$ cat src/rtl/pqft_pkg.sv
// ----------------------------------------------------------------------------
// pqft_pkg - shared types and constants of the stable priority queue
// Entry layout, response status codes, request codes, sequencer states and the default depth.
// ----------------------------------------------------------------------------
package pqft_pkg;

   localparam int PQFT_QUEUE_DEPTH = 16;

   // request codes
   localparam logic REQ_ENQUEUE = 1'b0;
   localparam logic REQ_DEQUEUE = 1'b1;

   typedef enum logic [1:0] {
      STATUS_OK    = 2'd0,
      STATUS_EMPTY = 2'd1,
      STATUS_FULL  = 2'd2
   } pqft_status_type;

   // priority[33:32], seq[31:16], tag[15:0]
   typedef struct packed {
      logic [1:0]  prio;
      logic [15:0] seq;
      logic [15:0] tag;
   } pqft_entry_type;

   typedef enum logic [1:0] {
      ST_IDLE,
      ST_SCAN,
      ST_SHIFT,
      ST_DONE
   } pqft_state_type;

endpackage

$ cat src/rtl/pqft_if.sv
// ----------------------------------------------------------------------------
// pqft_if - request and response channels of the stable priority queue
// Valid/ready channels; a request moves on a clock edge with both high.
// ----------------------------------------------------------------------------
interface pqft_req_if;
   logic        valid;
   logic        ready;
   logic        req_type;
   logic [1:0]  priority_level;
   logic [15:0] order_seq;
   logic [15:0] payload_tag;

   modport source (output valid, output req_type, output priority_level,
                   output order_seq, output payload_tag, input ready);
   modport sink   (input valid, input req_type, input priority_level,
                   input order_seq, input payload_tag, output ready);
endinterface

interface pqft_rsp_if;
   logic        valid;
   logic        ready;
   logic [1:0]  result_status;
   logic [1:0]  out_priority;
   logic [15:0] out_seq;
   logic [15:0] out_payload;
   logic [4:0]  fill_count;

   modport source (output valid, output result_status, output out_priority,
                   output out_seq, output out_payload, output fill_count,
                   input ready);
   modport sink   (input valid, input result_status, input out_priority,
                   input out_seq, input out_payload, input fill_count,
                   output ready);
endinterface

$ cat src/rtl/pqft_store.sv
// ----------------------------------------------------------------------------
// pqft_store - entry memory of the stable priority queue
// One write port and one read port, read data registered.
// ----------------------------------------------------------------------------
module pqft_store #(
   parameter  int DEPTH = pqft_pkg::PQFT_QUEUE_DEPTH,
   localparam int AW    = (DEPTH > 1) ? $clog2(DEPTH) : 1
) (
   input  logic                    clock,
   input  logic                    wr_en,
   input  logic [AW-1:0]           wr_addr,
   input  pqft_pkg::pqft_entry_type wr_data,
   input  logic                    rd_en,
   input  logic [AW-1:0]           rd_addr,
   output pqft_pkg::pqft_entry_type rd_data
);
   import pqft_pkg::*;

   pqft_entry_type mem [DEPTH];
   pqft_entry_type rd_data_ff;

   always_ff @(posedge clock) begin
      if (wr_en) begin
         mem[wr_addr] <= wr_data;
      end
   end

   always_ff @(posedge clock) begin
      if (rd_en) begin
         rd_data_ff <= mem[rd_addr];
      end
   end

   assign rd_data = rd_data_ff;

endmodule

$ cat src/rtl/priority_queue_fifo_tiebreak.sv
// ----------------------------------------------------------------------------
// priority_queue_fifo_tiebreak - stable priority queue
// Bounded queue: enqueue appends, dequeue removes the highest priority entry
// (smallest sequence number on ties, earliest slot after that) and closes
// the gap so arrival order is kept.
// ----------------------------------------------------------------------------
//
//   Channel  Direction  Handshake        Carries
//   -------  ---------  ---------------  ------------------------------------
//   req_ch   in         valid / ready    req_type, priority_level, order_seq,
//                                        payload_tag
//   rsp_ch   out        valid / ready    result_status, out_priority, out_seq,
//                                        out_payload, fill_count
//
// An enqueue, a full enqueue or an empty dequeue has its response
// registered in the cycle after the request. A dequeue scans the held entries
// through the single read port and the shared compare, then the shift moves
// the entries behind the winner down one slot through the same read/write
// port pair; when the winner is the last entry nothing is moved.
// One request is in work at a time; req_ch.ready is low from acceptance until
// the response register can take the result.
// Reset (synchronous, active high) empties the queue at once; the memory is
// not cleared since only slots below the count are ever read.
// A stalled rsp_ch holds the response and blocks the next request.
// ----------------------------------------------------------------------------
module priority_queue_fifo_tiebreak #(
   parameter int QUEUE_DEPTH = pqft_pkg::PQFT_QUEUE_DEPTH
) (
   input  logic        clock,
   input  logic        reset,
   pqft_req_if.sink    req_ch,
   pqft_rsp_if.source  rsp_ch
);
   import pqft_pkg::*;

   localparam int IDX_W = (QUEUE_DEPTH > 1) ? $clog2(QUEUE_DEPTH) : 1;
   localparam int CNT_W = $clog2(QUEUE_DEPTH + 1);

   // sequencer
   pqft_state_type   state_ff, state_in;

   // queue bookkeeping
   logic [CNT_W-1:0] count_ff, count_in;
   logic [CNT_W-1:0] ptr_ff, ptr_in;          // next slot to read
   logic             pend_ff, pend_in;        // a read is in flight
   logic [IDX_W-1:0] pend_idx_ff, pend_idx_in;
   pqft_entry_type   best_ff, best_in;
   logic [IDX_W-1:0] best_idx_ff, best_idx_in;

   // response register
   logic             rsp_valid_ff, rsp_valid_in;
   pqft_status_type  rsp_status_ff, rsp_status_in;
   pqft_entry_type   rsp_entry_ff, rsp_entry_in;
   logic [4:0]       rsp_fill_ff, rsp_fill_in;

   // memory ports
   logic             wr_en;
   logic [IDX_W-1:0] wr_addr;
   pqft_entry_type   wr_data;
   logic             rd_en;
   logic [IDX_W-1:0] rd_addr;
   pqft_entry_type   rd_data;

   logic             accept;
   logic             rsp_free;
   logic             is_full;
   logic             is_empty;
   logic             scan_more;
   logic             cand_better;
   pqft_entry_type   req_entry;
   logic [CNT_W-1:0] count_inc;
   logic [CNT_W-1:0] count_dec;
   logic [CNT_W+4:0] fill_cur_wide;
   logic [CNT_W+4:0] fill_inc_wide;
   logic [CNT_W+4:0] fill_dec_wide;

   pqft_store #(
      .DEPTH (QUEUE_DEPTH)
   ) u_store (
      .clock   (clock),
      .wr_en   (wr_en),
      .wr_addr (wr_addr),
      .wr_data (wr_data),
      .rd_en   (rd_en),
      .rd_addr (rd_addr),
      .rd_data (rd_data)
   );

   assign rsp_free     = !rsp_valid_ff || rsp_ch.ready;
   assign req_ch.ready = (state_ff == ST_IDLE) && rsp_free;
   assign accept       = req_ch.valid && req_ch.ready;

   assign is_full   = (count_ff == CNT_W'(QUEUE_DEPTH));
   assign is_empty  = (count_ff == '0);
   assign scan_more = (ptr_ff < count_ff);

   // shared compare: higher priority wins, then the smaller sequence number;
   // a full tie keeps the earlier slot
   assign cand_better = (rd_data.prio > best_ff.prio) ||
                        ((rd_data.prio == best_ff.prio) && (rd_data.seq < best_ff.seq));

   assign req_entry.prio = req_ch.priority_level;
   assign req_entry.seq  = req_ch.order_seq;
   assign req_entry.tag  = req_ch.payload_tag;

   assign count_inc = count_ff + CNT_W'(1);
   assign count_dec = count_ff - CNT_W'(1);

   // fill_count shows the low five bits of the count
   assign fill_cur_wide = {5'd0, count_ff};
   assign fill_inc_wide = {5'd0, count_inc};
   assign fill_dec_wide = {5'd0, count_dec};

   // next state
   always_comb begin
      state_in = state_ff;
      case (state_ff)
         ST_IDLE: begin
            if (accept && (req_ch.req_type == REQ_DEQUEUE) && !is_empty) begin
               state_in = ST_SCAN;
            end
         end
         ST_SCAN: begin
            if (!scan_more && !pend_ff) begin
               state_in = ST_SHIFT;
            end
         end
         ST_SHIFT: begin
            if (!scan_more && !pend_ff) begin
               state_in = ST_DONE;
            end
         end
         ST_DONE: begin
            if (rsp_free) begin
               state_in = ST_IDLE;
            end
         end
         default: begin
            state_in = ST_IDLE;
         end
      endcase
   end

   // datapath and memory control
   always_comb begin
      count_in      = count_ff;
      ptr_in        = ptr_ff;
      pend_in       = pend_ff;
      pend_idx_in   = pend_idx_ff;
      best_in       = best_ff;
      best_idx_in   = best_idx_ff;
      rsp_valid_in  = rsp_valid_ff && !rsp_ch.ready;
      rsp_status_in = rsp_status_ff;
      rsp_entry_in  = rsp_entry_ff;
      rsp_fill_in   = rsp_fill_ff;
      wr_en         = 1'b0;
      wr_addr       = count_ff[IDX_W-1:0];
      wr_data       = req_entry;
      rd_en         = 1'b0;
      rd_addr       = ptr_ff[IDX_W-1:0];

      case (state_ff)
         ST_IDLE: begin
            ptr_in  = '0;
            pend_in = 1'b0;
            if (accept) begin
               rsp_valid_in = 1'b1;
               rsp_entry_in = '0;
               if (req_ch.req_type == REQ_ENQUEUE) begin
                  if (is_full) begin
                     // drop the entry
                     rsp_status_in = STATUS_FULL;
                     rsp_fill_in   = fill_cur_wide[4:0];
                  end else begin
                     wr_en         = 1'b1;
                     count_in      = count_inc;
                     rsp_status_in = STATUS_OK;
                     rsp_fill_in   = fill_inc_wide[4:0];
                  end
               end else if (is_empty) begin
                  rsp_status_in = STATUS_EMPTY;
                  rsp_fill_in   = fill_cur_wide[4:0];
               end else begin
                  // hold the response until the scan and shift are done
                  rsp_valid_in = 1'b0;
               end
            end
         end

         ST_SCAN: begin
            if (pend_ff) begin
               if ((pend_idx_ff == '0) || cand_better) begin
                  best_in     = rd_data;
                  best_idx_in = pend_idx_ff;
               end
            end
            if (scan_more) begin
               rd_en       = 1'b1;
               ptr_in      = ptr_ff + CNT_W'(1);
               pend_in     = 1'b1;
               pend_idx_in = ptr_ff[IDX_W-1:0];
            end else begin
               pend_in = 1'b0;
               if (!pend_ff) begin
                  // start the shift just behind the winner
                  ptr_in = CNT_W'(best_idx_ff) + CNT_W'(1);
               end
            end
         end

         ST_SHIFT: begin
            if (pend_ff) begin
               // move the entry read last cycle down by one slot
               wr_en   = 1'b1;
               wr_addr = pend_idx_ff - IDX_W'(1);
               wr_data = rd_data;
            end
            if (scan_more) begin
               rd_en       = 1'b1;
               ptr_in      = ptr_ff + CNT_W'(1);
               pend_in     = 1'b1;
               pend_idx_in = ptr_ff[IDX_W-1:0];
            end else begin
               pend_in = 1'b0;
            end
         end

         ST_DONE: begin
            if (rsp_free) begin
               count_in      = count_dec;
               rsp_valid_in  = 1'b1;
               rsp_status_in = STATUS_OK;
               rsp_entry_in  = best_ff;
               rsp_fill_in   = fill_dec_wide[4:0];
            end
         end

         default: begin
            pend_in = 1'b0;
         end
      endcase
   end

   // control registers
   always_ff @(posedge clock) begin
      if (reset) begin
         state_ff     <= ST_IDLE;
         count_ff     <= '0;
         ptr_ff       <= '0;
         pend_ff      <= 1'b0;
         rsp_valid_ff <= 1'b0;
      end else begin
         state_ff     <= state_in;
         count_ff     <= count_in;
         ptr_ff       <= ptr_in;
         pend_ff      <= pend_in;
         rsp_valid_ff <= rsp_valid_in;
      end
   end

   // payload registers
   always_ff @(posedge clock) begin
      pend_idx_ff   <= pend_idx_in;
      best_ff       <= best_in;
      best_idx_ff   <= best_idx_in;
      rsp_status_ff <= rsp_status_in;
      rsp_entry_ff  <= rsp_entry_in;
      rsp_fill_ff   <= rsp_fill_in;
   end

   assign rsp_ch.valid         = rsp_valid_ff;
   assign rsp_ch.result_status = rsp_status_ff;
   assign rsp_ch.out_priority  = rsp_entry_ff.prio;
   assign rsp_ch.out_seq       = rsp_entry_ff.seq;
   assign rsp_ch.out_payload   = rsp_entry_ff.tag;
   assign rsp_ch.fill_count    = rsp_fill_ff;

endmodule

$ cat src/flat_wrapper.sv
// flat-port wrapper written by rule: the top's interface ports become plain ports
module priority_queue_fifo_tiebreak_flat import pqft_pkg::*;
#(
   parameter int QUEUE_DEPTH = pqft_pkg::PQFT_QUEUE_DEPTH
)
  (clock, reset, req_ch_valid, req_ch_req_type, req_ch_priority_level, req_ch_order_seq, req_ch_payload_tag, req_ch_ready, rsp_ch_valid, rsp_ch_result_status, rsp_ch_out_priority, rsp_ch_out_seq, rsp_ch_out_payload, rsp_ch_fill_count, rsp_ch_ready);
  pqft_req_if req_ch_i ();
  pqft_rsp_if rsp_ch_i ();
  input  logic clock;
  input  logic reset;
  input wire logic [$bits(req_ch_i.valid)-1:0] req_ch_valid;
  input wire logic [$bits(req_ch_i.req_type)-1:0] req_ch_req_type;
  input wire logic [$bits(req_ch_i.priority_level)-1:0] req_ch_priority_level;
  input wire logic [$bits(req_ch_i.order_seq)-1:0] req_ch_order_seq;
  input wire logic [$bits(req_ch_i.payload_tag)-1:0] req_ch_payload_tag;
  output wire logic [$bits(req_ch_i.ready)-1:0] req_ch_ready;
  output wire logic [$bits(rsp_ch_i.valid)-1:0] rsp_ch_valid;
  output wire logic [$bits(rsp_ch_i.result_status)-1:0] rsp_ch_result_status;
  output wire logic [$bits(rsp_ch_i.out_priority)-1:0] rsp_ch_out_priority;
  output wire logic [$bits(rsp_ch_i.out_seq)-1:0] rsp_ch_out_seq;
  output wire logic [$bits(rsp_ch_i.out_payload)-1:0] rsp_ch_out_payload;
  output wire logic [$bits(rsp_ch_i.fill_count)-1:0] rsp_ch_fill_count;
  input wire logic [$bits(rsp_ch_i.ready)-1:0] rsp_ch_ready;
  assign req_ch_i.valid = req_ch_valid;
  assign req_ch_i.req_type = req_ch_req_type;
  assign req_ch_i.priority_level = req_ch_priority_level;
  assign req_ch_i.order_seq = req_ch_order_seq;
  assign req_ch_i.payload_tag = req_ch_payload_tag;
  assign req_ch_ready = req_ch_i.ready;
  assign rsp_ch_valid = rsp_ch_i.valid;
  assign rsp_ch_result_status = rsp_ch_i.result_status;
  assign rsp_ch_out_priority = rsp_ch_i.out_priority;
  assign rsp_ch_out_seq = rsp_ch_i.out_seq;
  assign rsp_ch_out_payload = rsp_ch_i.out_payload;
  assign rsp_ch_fill_count = rsp_ch_i.fill_count;
  assign rsp_ch_i.ready = rsp_ch_ready;
  priority_queue_fifo_tiebreak #(.QUEUE_DEPTH(QUEUE_DEPTH)) u_core (.clock(clock), .reset(reset), .req_ch(req_ch_i), .rsp_ch(rsp_ch_i));
endmodule
$ cat config.mk
export PLATFORM = sky130hd
export DESIGN_NAME = priority_queue_fifo_tiebreak_flat
export DESIGN_NICKNAME = d
export VERILOG_FILES = /design/src/rtl/pqft_pkg.sv /design/src/rtl/pqft_if.sv /design/src/rtl/pqft_store.sv /design/src/rtl/priority_queue_fifo_tiebreak.sv /design/src/flat_wrapper.sv
export SDC_FILE = /design/constraint.sdc
export NUM_CORES = 1
export LEC_CHECK = 0
export BUFFER_PORTS_ARGS = -buffer_cell sky130_fd_sc_hd__buf_4
export CAP_MARGIN = 5
export CORE_MARGIN = 4
export CORE_UTILIZATION = 45
export DETAILED_ROUTE_END_ITERATION = 8
export GPL_TIMING_DRIVEN = 1
export SYNTH_ARGS = -nofsm -noshare
export SYNTH_HDL_FRONTEND = slang
export SYNTH_HIERARCHICAL = 1
export SYNTH_SLANG_ARGS = --single-unit
$ cat constraint.sdc
create_clock -name clock -period 9.45 [get_ports clock]
set_input_delay 1.89 -clock clock [delete_from_list [all_inputs] [get_ports clock]]
set_output_delay 1.89 -clock clock [all_outputs]
set_load 0.03 [all_outputs]
# After elaboration in Yosys (flattened, before gate mapping)
# Memories as Yosys holds them, arrays and structs flattened. A register that Yosys moved wholly into a read port is not among the register bits.
# Index checks and enable logic that the tools add are counted.
[word_totals]
ff_bits = 97
ram_bits = 544
output_inout_bits = 43
wordCells = 112
n_memories = 1
[classes]
n_addsub = 5
order_cmp = 3
n_eq_ne = 14
n_mux = 45
reduce_logical = 29
[memory_table]
columns = ["name", "depth", "width", "rd", "rd_clocked_by_memory_dff", "write_ports", "line_no", "text"]
rows = [
  ["u_core.u_store.mem", 16, 34, 1, 1, 1, "pqft_store.sv:19", "pqft_entry_type mem [DEPTH];"],
]
[op_table]
columns = ["op", "count"]
rows = [
  ["34-bit two-way mux", 4],
  ["34-bit case mux with 2 select lines", 1],
  ["5-bit two-way mux", 10],
  ["5-bit case mux with 2 select lines", 2],
  ["16-bit < comparator", 1],
  ["2-bit two-way mux", 8],
  ["5-bit case mux with 3 select lines", 1],
  ["1-bit two-way mux", 12],
  ["4-bit AND reduction", 3],
  ["5-bit by 1-bit adder with 5-bit output (second input constant)", 2],
  ["2-bit by 1-bit != test with 1-bit output (second input constant)", 5],
  ["3-bit AND reduction", 3],
  ["4-bit two-way mux", 2],
  ["2-bit case mux with 4 select lines", 1],
  ["1-bit logical AND", 7],
  ["1-bit case mux with 2 select lines", 3],
  ["4-bit by 1-bit adder with 5-bit output (second input constant)", 1],
  ["5-bit equality test (second input constant)", 1],
  ["1-bit logical NOT", 5],
  ["5-bit logical NOT", 1],
  ["5-bit < comparator", 1],
  ["5-bit by 1-bit subtractor with 5-bit output (second input constant)", 1],
  ["2-bit equality test (second input constant)", 2],
  ["4-bit logical NOT", 1],
  ["14 further kinds", 18],
]

# Depth between registers and ports, before layout
# Gate-level depths: netlist of run 1.
[depth]
word_depth = 8
mapped_depth = 9
depth_no_buf = 7

# Hierarchy
# Netlist of run 1, hierarchy kept.
[by_module_without_submodules]
columns = ["mod", "n_inst", "cells_per_inst", "area_per_inst_um2"]
rows = [
  ["pqft_store", 1, 888, 21416.8],
  ["priority_queue_fifo_tiebreak", 1, 411, 4958.5],
]

# Worst setup path before layout of run 1
# OpenSTA, ideal clock, no wires.
[synth_timing]
path_kind = "input port to flip-flop"
start = "input port rsp_ch_ready"
end = "memory u_core/u_store/mem[0][0] (netlist bit) (enable)"
t_arrival_ps = 5333
required_ps = 8983
setup_slack_ps = 3650
path_stages = 4
n_path_buf = 0
cell_sequence = "nor2b_2 -> o41ai_1 -> or3b_2 -> nor3_1"
[synth_via]
elab_chain_cells = 7
[synth_rtl]
columns = ["element", "line_no", "text"]
rows = [
  ["start, declared", "flat_wrapper.sv:23", "input wire logic [$bits(rsp_ch_i.ready)-1:0] rsp_ch_ready;"],
  ["1-bit logical OR", "priority_queue_fifo_tiebreak.sv:89", "assign rsp_free = !rsp_valid_ff || rsp_ch.ready;"],
  ["1-bit logical AND", "priority_queue_fifo_tiebreak.sv:90", "assign req_ch.ready = (state_ff == ST_IDLE) && rsp_free;"],
  ["1-bit logical AND", "priority_queue_fifo_tiebreak.sv:91", "assign accept = req_ch.valid && req_ch.ready;"],
  ["1-bit two-way mux", "priority_queue_fifo_tiebreak.sv:166", "if (accept) begin"],
  ["1-bit case mux with 2 select lines", "priority_queue_fifo_tiebreak.sv:162", "case (state_ff)"],
  ["named net u_core.wr_en", "priority_queue_fifo_tiebreak.sv:57", "logic wr_en;"],
  ["1-bit two-way mux", "pqft_store.sv:23", "if (wr_en) begin"],
  ["1-bit two-way mux (not written as such)", "pqft_store.sv:24", "mem[wr_addr] <= wr_data;"],
  ["end, declared", "pqft_store.sv:19", ""],
]
# The timed path passes the listed nets, and every way through them passes these cells.

# Worst setup path in the final report of run 1
[layout_timing]
start = "input port rsp_ch_ready"
end = "memory u_core/u_store/mem[3][10] (netlist bit) (enable)"
# The elaborated chain is that of the path after synthesis.

==> impl_metrics.yaml, run 1 <==
synthesis:
  synth_seq_area_share: 0.763
  synthesized_area_per_cell_um2: 20.3
  synth-edff-count: 661
  synth.ff_latch_count: 675
  yosys_most_used_dff: "sky130_fd_sc_hd__edfxtp_1"
  synth_largest_type_area_fraction: 0.753
  synthDominantAreaCellType: "sky130_fd_sc_hd__edfxtp_1"
  synth_area_leaders: "sky130_fd_sc_hd__edfxtp_1, sky130_fd_sc_hd__mux4_2, sky130_fd_sc_hd__a22oi_1"
  post_synth_num_cell_types: 62
  ys_async_sr_fraction: 0
  yosys_warnings: 6
  syn-cell-area_mm2: 0.0264
  synth_nets: 1370
  synthesis.instances: 1299
clock_tree:
  clock_path_buffers: 3
  cts-buffers-inserted: 71
  cts-hold-fix-buffers: 0
  htree_levels: 3
  root_buffer: "sky130_fd_sc_hd__clkbuf_16"
  clock_insertion_delay_worst_skew_ns: 0.60
  clk_pin_slew_worst_paths_ns: 0.05
  cts_num_sinks: 675
  cts_tree: "yes"
  ctsResizeCount: 0
  postcts_setup_bufs: 0
job:
  maxCapViolCount: 0
die:
  core_area_mm2: 0.0579
  dieWidth_um: 250
  design.die.area_mm2: 0.0626
  row_count: 88
  vertical_extent_of_the_die_um: 250
  num_ports: 82
  floorplan.initialDensity: 0.455
setup_path:
  worstPathBufferInverterCount: 1
  critical_path.cell_chain: "buf_4, nor2b_2, o41ai_1, or3b_2, nor2_4"
  critPathKind: "in2reg"
  crit_family: "simple AND/OR/NAND/NOR gates"
  critPathCaptureType: "flop"
  cp_max_fo: 34
  cp_data_arrival_time_ns: 4.70
  critical_path.startpoint_type: "input pin"
  critPathSlowestCell: "sky130_fd_sc_hd__o41ai_1"
  number_of_cells_on_the_worst_reg_to_reg_path: 7
  critical_path.max_stage_delay_ns: 1.05
  critPathRequiredTime_ns: 9.65
  worst-path-stages: 5
power:
  cellLeakagePower_nw: 9.66
  fraction_of_power_consumed_by_combinational_cells: 0.045
  pwr_density_cell_mw_per_mm2: 208
  sequential_fraction_of_design_power: 0.533
  share_clk_of_total_power: 0.422
  vdd_drop_max_mv: 0.134
  switching_share: 0.210
  intPower_mw: 4.98
  p_sw_mw: 1.33
sta:
  rsz_0062_raised_after_global_routing: "no"
  period_share: 0.477
  setup_slack_ns: 4.94
  final.min_clock_period_ns: 4.51
  totalNegativeSetupSlack_ns: 0
  setup_viol: 0
  timing_max_transition_violations_final: 0
  worstMarginPinSlew_ns: 1.24
  slew_headroom: 0.173
  clock_skews_ns: 0.0184
  timing.fmax_ghz: 0.222
  timing.final.hold_violations: 0
layout:
  layout.nets: 1494
  area.sequential_mm2: 0.0201
  commonest_non_fill_non_tap_cell_in_the_layout: "sky130_fd_sc_hd__edfxtp_1"
  multi_input_comb_area_mm2: 0.00599
  final.fill_count: 4599
  final_cell_area_mm2: 0.0303
  drive_gt1_frac: 0.285
  layout_overhead_on_the_synthesized_area_pct: 14.7
  mostFrequentLayoutCells: "sky130_fd_sc_hd__edfxtp_1, sky130_fd_sc_hd__mux4_2, sky130_fd_sc_hd__buf_4, sky130_fd_sc_hd__clkbuf_16, sky130_fd_sc_hd__a22oi_1"
grt:
  grt_pass1_wl_um: 83000
  grt_pass1_vias: 13300
  grt_remaining_overflow: 0
  initial_antenna_violation_count: 0
  grt_use_total: 0.174
  grt_start_max_net_pins: 51
placed_design:
  numPortBuffers: 81
  dpl-instance-area_mm2: 0.0280
  pre_cts_ws_ns: 4.47
  gp_routability_congestion: 0.739
  hpwlAfterDp_um: 30300
hold_path:
  timing.hold.worst_path_depth: 0
  hp-class: "reg2reg"
detailed_routing:
  ant_nets: 0
  drt-wirelength-per-cell_um: 24.4
  drt_iter0_drc: 1035
  drt_pass1_iterations: 5
  route.final.wire_length_um: 54600
  route.vias.total: 12600
  routed_via_density: 5.60
  route.detailed.drc: 0
status:
  run_status: "complete, no violations"
[sequential cells by signal (all words and copies together) (netlist names)]
signal                       cells
u_core/u_store/rd_data          34
u_core/state_ff                  2
u_core/ptr_ff                    5
u_core/rsp_ch.out_seq           16
u_core/rsp_ch.valid              1
u_core/pend_idx_ff               4
u_core/pend_ff                   1
u_core/best_ff                  34
u_core/best_idx_ff               4
u_core/rsp_ch.out_payload       16
u_core/rsp_ch.result_status      2
u_core/u_store/mem             544
u_core/count_ff                  5
u_core/rsp_ch.out_priority       2
u_core/rsp_ch.fill_count         5
[worst register-to-register path, stage by stage, from the launching register on]
cell	delay [ns]
sky130_fd_sc_hd__dfxtp_1	0.48
sky130_fd_sc_hd__inv_1	0.13
sky130_fd_sc_hd__ha_1	0.25
sky130_fd_sc_hd__nor3b_4	0.18
sky130_fd_sc_hd__and2_1	0.22
sky130_fd_sc_hd__o41ai_1	1.02
sky130_fd_sc_hd__or3b_2	0.63
sky130_fd_sc_hd__nor2_4	0.96
[power by group through the flow]
| stage | logic, mW | registers (mW) | clock network, mW |
|---|---|---|---|
| final | 0.282 | 3.36 | 2.66 |
| after global routing | 0.305 | 3.36 | 2.86 |
| after CTS | 0.286 | 3.36 | 2.73 |
| after detailed placement | 0.286 | 3.42 | 0 |
| after global placement | 0.280 | 3.42 | 0 |
| after floorplan | 0.129 | 3.46 | 0 |
[through the flow]
| step | hold WS, ns | power, mW | util | std cells |
|---|---|---|---|---|
| detailed placement | 0.442 | 3.71 | 0.484 | 2115 |
| global placement | 0.430 | 3.70 | 0.484 | 2115 |
| floorplan | 0.422 | 3.59 | - | 1299 |
| CTS | 0.456 | 6.37 | 0.522 | 2241 |
| global route | 0.462 | 6.52 | 0.522 | 2241 |
| finish | 0.453 | 6.30 | 0.522 | 2242 |
[cells by family after synthesis]
group / after synthesis / synth area share
adders and majority gates: 32 / 0.0152
xor gates and xnor gates: 9 / 0.00299
buffers and inverters: 97 / 0.0163
and+or+nand+nor: 167 / 0.0308
muxes: 170 / 0.131
DFF: 675 / 0.763
AOI/OAI and AO/OA: 149 / 0.0410
[layer usage]
metal / vias to the layer above / track usage / share of wire
met1: 6634 / 0.239 / 0.44
met2: 285 / 0.288 / 0.49
met4: 0 / 0.0456 / 0.016
li1: 5569 / - / -
met3: 68 / 0.0364 / 0.047
met5: - / 0 / 0
[cells in the mapped netlist, drive strengths merged (9+ instances only)]
cell and n:
and2 20, a21oi 23, o21ai 18, buf 29, nand2 56, nor2 46, dfxtp 14, mux2 33
mux4 136, inv 40, clkbuf 28, ha 32, nand3 9, edfxtp 661, nor3 10, a22oi 72
[area by class of cell]
class,count,area share
multi-input cells,527,0.198
diodes,1,0.0000827
clock buffers,84,0.0624
well taps,765,0.0316
repair buffers,108,0.0268
inverters,40,0.00496
flip-flops and latches,675,0.666
clock inverters,42,0.0106
[path summary, 6_finish.rpt]
path | startpoint | slack (ns) | endpoint
worst max-delay path | rsp_ch_ready | 4.94 | u_core/u_store/mem[3][10]
worst min-delay path | u_core/u_store/rd_data[14] | 0.45 | u_core/best_ff[14]
worst max register to register | u_core/count_ff[0] | 5.16 | u_core/u_store/mem[3][10]
worst min register to register | u_core/u_store/rd_data[14] | 0.45 | u_core/best_ff[14]
(Power assumes the default switching activity.)
==> run 2: changes to the inputs <==
==> constraint.sdc (replaced) <==
create_clock -name clock -period 4.2 [get_ports clock]
set_input_delay 0.84 -clock clock [delete_from_list [all_inputs] [get_ports clock]]
set_output_delay 0.84 -clock clock [all_outputs]
set_load 0.03 [all_outputs]
==> impl_metrics.yaml, run 2 (synthesis gave the netlist of run 1 again) <==
status:
  run_status: "complete, no violations"
detailed_routing:
  drt-wirelength-per-cell_um: 25.3
  drt_iter0_drc: 1139
  route.vias.total: 12900
  ant_nets: 0
  route.detailed.drc: 0
  met3RoutedLength_um: 4720
  drt_pass1_iterations: 5
  routed_via_density: 5.74
  route.final.wire_length_um: 56900
  maxUsedRoutingLayer: "met4"
  detail_route.wirelength.met1_um: 26700
  met2WireLength_um: 24500
layout:
  layout.nets: 1502
  largest_register_ffs: 544
  regMostFlops: "u_core/u_store/mem"
  area.sequential_mm2: 0.0201
  layout_overhead_on_the_synthesized_area_pct: 15.8
  mostFrequentLayoutCells: "sky130_fd_sc_hd__edfxtp_1, sky130_fd_sc_hd__mux4_2, sky130_fd_sc_hd__buf_4, sky130_fd_sc_hd__a22oi_1, sky130_fd_sc_hd__clkbuf_16"
  commonest_non_fill_non_tap_cell_in_the_layout: "sky130_fd_sc_hd__edfxtp_1"
  antennaDiodeCount: 0
  multi_input_comb_area_mm2: 0.00602
  drive_gt1_frac: 0.289
  instances_no_fill: 2249
  final.fill_count: 4589
grt:
  grt_start_max_net_pins: 72
  grt_pass1_wl_um: 85400
  grt_pass1_vias: 13100
  initial_antenna_violation_count: 0
  grt_remaining_overflow: 0
  grt_use_total: 0.182
die:
  dieWidth_um: 250
  num_ports: 82
  vertical_extent_of_the_die_um: 250
  row_count: 88
  core_area_mm2: 0.0579
  floorplan.initialDensity: 0.455
  design.die.area_mm2: 0.0626
sta:
  timing_max_transition_violations_final: 0
  final.min_clock_period_ns: 3.33
  worstMarginPinSlew_ns: 1.14
  slew_headroom: 0.238
  setup_viol: 0
  timing.fmax_ghz: 0.300
  rsz_0062_raised_after_global_routing: "no"
  period_share: 0.793
  clock_skews_ns: 0.0249
  timing.final.hold_violations: 0
  totalNegativeSetupSlack_ns: 0
placed_design:
  numPortBuffers: 81
  placedCellCount: 2125
  gp_routability_congestion: 0.782
  hpwlAfterDp_um: 35000
setup_path:
  crit-reg2reg-launch: "u_core/state_ff[0]"
  cp_max_fo: 22
  ff2ff_setup_slack_ns: 0.87
  number_of_cells_on_the_worst_reg_to_reg_path: 8
  critPathCaptureType: "flop"
  critPathRequiredTime_ns: 4.46
  critical_path.startpoint_type: "flop"
  worstReg2RegEnd: "u_core/u_store/mem[11][14]"
  cp_data_arrival_time_ns: 3.59
  critPathKind: "reg2reg"
power:
  cellLeakagePower_nw: 9.70
  pwr_density_cell_mw_per_mm2: 462
  vdd_drop_max_mv: 0.264
job:
  maxCapViolCount: 0
clock_tree:
  clock_insertion_delay_worst_skew_ns: 0.60
  ctsResizeCount: 0
  root_buffer: "sky130_fd_sc_hd__clkbuf_16"
  htree_levels: 3
  postcts_setup_bufs: 0
  clock_path_buffers: 3
  cts_tree: "yes"
  cts_num_sinks: 675
  cts-hold-fix-buffers: 0
  cts-buffers-inserted: 69
  clk_pin_slew_worst_paths_ns: 0.06
hold_path:
  hold_path.startpoint: "u_core/u_store/rd_data[14]"
  timing.hold.worst_path_depth: 0
  hp-class: "reg2reg"
  worstHoldEndpoint: "u_core/best_ff[14]"
run 2: changes by cell type in the layout (fill, tap and decap cells not counted), sizes merged:
cell and delta:
buf +10, bufinv +1, clkbuf -3, clkinv -3, clkinvlp +2, diode -1, inv +1
run 2: stage by stage:
| step | area (um2) | hold slack [ns] | power [mW] | setup WS, ns | util |
|---|---|---|---|---|---|
| 2_1_floorplan | 26400 | 0.422 | 8.08 | 0.202 | - |
| 3_3_place_gp | 28400 | 0.428 | 8.37 | 1.04 | 0.490 |
| 3_5_place_dp | 28400 | 0.431 | 8.38 | 0.927 | 0.490 |
| 4_1_cts | 30500 | 0.445 | 14.3 | 0.906 | 0.527 |
| 5_1_grt | 30500 | 0.463 | 14.6 | 0.704 | 0.527 |
| 6_report | 30500 | 0.444 | 14.1 | 0.868 | 0.527 |
run 2: layout make-up:
cell class              instances  area share
inverters                      40     0.00492
clock buffers                  81      0.0587
clock inverters                43      0.0119
repair buffers                118      0.0368
flip-flops and latches        675       0.659
multi-input cells             527       0.197
well taps                     765      0.0313
run 2: worst max-delay path, stage by stage, from the launching register on:
cell and delay, ns:
sky130_fd_sc_hd__dfxtp_1 0.36, sky130_fd_sc_hd__inv_1 0.10, sky130_fd_sc_hd__ha_1 0.30, sky130_fd_sc_hd__nand2_2 0.39, sky130_fd_sc_hd__o21ai_0 0.68, sky130_fd_sc_hd__buf_4 0.29
sky130_fd_sc_hd__nand2_1 0.30, sky130_fd_sc_hd__nor2_4 0.22, sky130_fd_sc_hd__buf_4 0.33
run 2: how the worst max path moves through the flow:
stage                                  start  slack (ns)                    endpoint  depth (start not counted)
after floorplan           u_core/count_ff[0]        0.20    u_core/u_store/mem[1][0]                          7
after global placement    u_core/count_ff[1]        1.04   u_core/u_store/mem[0][13]                          9
after detailed placement  u_core/state_ff[0]        0.93  u_core/u_store/mem[11][14]                          8
after CTS                 u_core/state_ff[0]        0.91  u_core/u_store/mem[11][14]                          8
after global routing      u_core/state_ff[0]        0.70  u_core/u_store/mem[11][14]                          8
final                     u_core/state_ff[0]        0.87  u_core/u_store/mem[11][14]                          8
run 2: metal layers:
metal,up-vias,track usage
li1,5589,-
met1,6812,0.290
met2,440,0.251
met3,76,0.0464
met4,0,0.0523
met5,-,0
run 2: where the power goes:
group	internal, mW	switching, mW
registers	7.51	0.0396
clock network	3.38	2.48
logic	0.231	0.453
total	11.1	2.98
==> run 3: changes to the inputs <==
==> constraint.sdc (replaced) <==
create_clock -name clock -period 3.4 [get_ports clock]
set_input_delay 0.68 -clock clock [delete_from_list [all_inputs] [get_ports clock]]
set_output_delay 0.68 -clock clock [all_outputs]
set_load 0.03 [all_outputs]
==> impl_metrics.yaml, run 3 (synthesis gave the netlist of run 1 again) <==
power:
  intPower_mw: 14.1
  vdd_drop_max_mv: 0.410
  fraction_of_power_consumed_by_combinational_cells: 0.048
  cellLeakagePower_nw: 9.97
  pwr_density_cell_mw_per_mm2: 574
  sequential_fraction_of_design_power: 0.524
  share_clk_of_total_power: 0.428
  pwr_total_mw: 17.8
  p_sw_mw: 3.72
  switching_share: 0.209
clock_tree:
  cts_tree: "yes"
  cts-hold-fix-buffers: 0
  cts_num_sinks: 675
  clk_pin_slew_worst_paths_ns: 0.06
  ctsResizeCount: 0
  htree_levels: 3
  clock_path_buffers: 3
  cts-buffers-inserted: 70
  clock_insertion_delay_worst_skew_ns: 0.60
  root_buffer: "sky130_fd_sc_hd__clkbuf_16"
  postcts_setup_bufs: 0
grt:
  grt_remaining_overflow: 0
  grt_start_max_net_pins: 45
  grt_use_total: 0.186
  initial_antenna_violation_count: 0
  grt_pass1_vias: 13300
  grt_pass1_wl_um: 86800
sta:
  rsz_0062_raised_after_global_routing: "no"
  slew_headroom: 0.312
  worstMarginPinSlew_ns: 1.03
  timing.final.hold_violations: 0
  period_share: 0.934
  clock_skews_ns: 0.0190
  setup_slack_ns: 0.224
  setup_viol: 0
  final.min_clock_period_ns: 3.18
  timing_max_transition_violations_final: 0
  timing.fmax_ghz: 0.315
layout:
  mostFrequentLayoutCells: "sky130_fd_sc_hd__edfxtp_1, sky130_fd_sc_hd__mux4_2, sky130_fd_sc_hd__buf_4, sky130_fd_sc_hd__a22oi_1, sky130_fd_sc_hd__clkbuf_16"
  instances_no_fill: 2284
  layout_overhead_on_the_synthesized_area_pct: 17.5
  regMostFlops: "u_core/u_store/mem"
  final_cell_area_mm2: 0.0310
  multi_input_comb_area_mm2: 0.00602
  layout.nets: 1538
  drive_gt1_frac: 0.307
  largest_register_ffs: 544
  final.fill_count: 4488
  antennaDiodeCount: 0
  commonest_non_fill_non_tap_cell_in_the_layout: "sky130_fd_sc_hd__edfxtp_1"
  area.sequential_mm2: 0.0201
placed_design:
  dpl-instance-area_mm2: 0.0287
  hpwlAfterDp_um: 36200
  pre_cts_ws_ns: 0.301
  numPortBuffers: 81
  gp_routability_congestion: 0.754
  placedCellCount: 2160
setup_path:
  critPathKind: "reg2reg"
  critical_path.startpoint_type: "flop"
  crit-reg2reg-launch: "u_core/count_ff[1]"
  critPathCaptureType: "flop"
  number_of_cells_on_the_worst_reg_to_reg_path: 10
  cp_data_arrival_time_ns: 3.48
  cp_max_fo: 9
  ff2ff_setup_slack_ns: 0.22
  worstReg2RegEnd: "u_core/u_store/mem[2][30]"
  critPathRequiredTime_ns: 3.70
hold_path:
  worstHoldEndpoint: "u_core/count_ff[1]"
  hold_path.startpoint: "reset"
  hp-class: "in2reg"
  timing.hold.worst_path_depth: 2
detailed_routing:
  routed_via_density: 5.71
  drt_iter0_drc: 1369
  route.detailed.drc: 0
  route.vias.total: 13000
  ant_nets: 0
  drt_pass1_iterations: 5
  drt-wirelength-per-cell_um: 25.3
  route.final.wire_length_um: 57900
job:
  maxCapViolCount: 0
die:
  design.die.area_mm2: 0.0626
  num_ports: 82
  row_count: 88
  vertical_extent_of_the_die_um: 250
  core_area_mm2: 0.0579
  floorplan.initialDensity: 0.455
  dieWidth_um: 250
status:
  run_status: "complete, no violations"
## run 3: cell types whose count changed in the layout (fill, tap and decap cells not counted), sizes merged
cell,delta
clkbuf,+4
clkinvlp,-2
buf,+35
bufinv,+3
clkinv,-7
inv,+2
## run 3: critical path, stage by stage (launching register included)
cell,delay (ns)
sky130_fd_sc_hd__dfxtp_1,0.45
sky130_fd_sc_hd__inv_1,0.14
sky130_fd_sc_hd__ha_1,0.23
sky130_fd_sc_hd__nor3b_4,0.18
sky130_fd_sc_hd__and2_1,0.22
sky130_fd_sc_hd__o41ai_1,0.34
sky130_fd_sc_hd__buf_4,0.20
sky130_fd_sc_hd__or3b_2,0.55
sky130_fd_sc_hd__buf_12,0.18
sky130_fd_sc_hd__nor2_4,0.17
sky130_fd_sc_hd__buf_4,0.21
## run 3: layout make-up
| cell class | count | area share |
|---|---|---|
| Sequential cell | 675 | 0.650 |
| Clock buffer | 85 | 0.0593 |
| Multi-Input combinational cell | 527 | 0.194 |
| Timing Repair Buffer | 153 | 0.0467 |
| Inverter | 40 | 0.00484 |
| Clock inverter | 39 | 0.0147 |
| Tap cell | 765 | 0.0309 |
## run 3: metrics by stage
step           hold WS (ns)  setup TNS [ns]  utilization
2_1_floorplan         0.422          -48.94            -
3_3_place_gp          0.432               0        0.496
3_5_place_dp          0.433               0        0.496
4_1_cts               0.338               0        0.535
5_1_grt               0.377               0        0.535
6_report              0.382               0        0.535
## run 3: how the worst max path moves through the flow
| stage | startpoint | to |
|---|---|---|
| floorplan | u_core/count_ff[0] | u_core/u_store/mem[0][0] |
| global placement | u_core/count_ff[1] | u_core/u_store/mem[2][14] |
| detailed placement | u_core/count_ff[1] | u_core/u_store/mem[3][27] |
| CTS | u_core/count_ff[1] | u_core/u_store/mem[3][3] |
| global route | u_core/count_ff[1] | u_core/u_store/mem[3][33] |
| finish | u_core/count_ff[1] | u_core/u_store/mem[2][30] |
## run 3: routing by layer
layer,GRT usage,share of wire,up-vias
met5,0,0,-
met4,0.0529,0.019,0
met3,0.0421,0.080,72
met2,0.282,0.46,490
met1,0.274,0.44,6821
li1,-,-,5666
## run 3: power groups by stage
stage,logic (mW),clock network [mW],registers [mW]
after CTS,0.860,7.81,9.33
after floorplan,0.364,0,9.62
after detailed placement,0.857,0,9.51
after global placement,0.843,0,9.50
after global routing,0.915,8.21,9.34
final,0.852,7.61,9.33
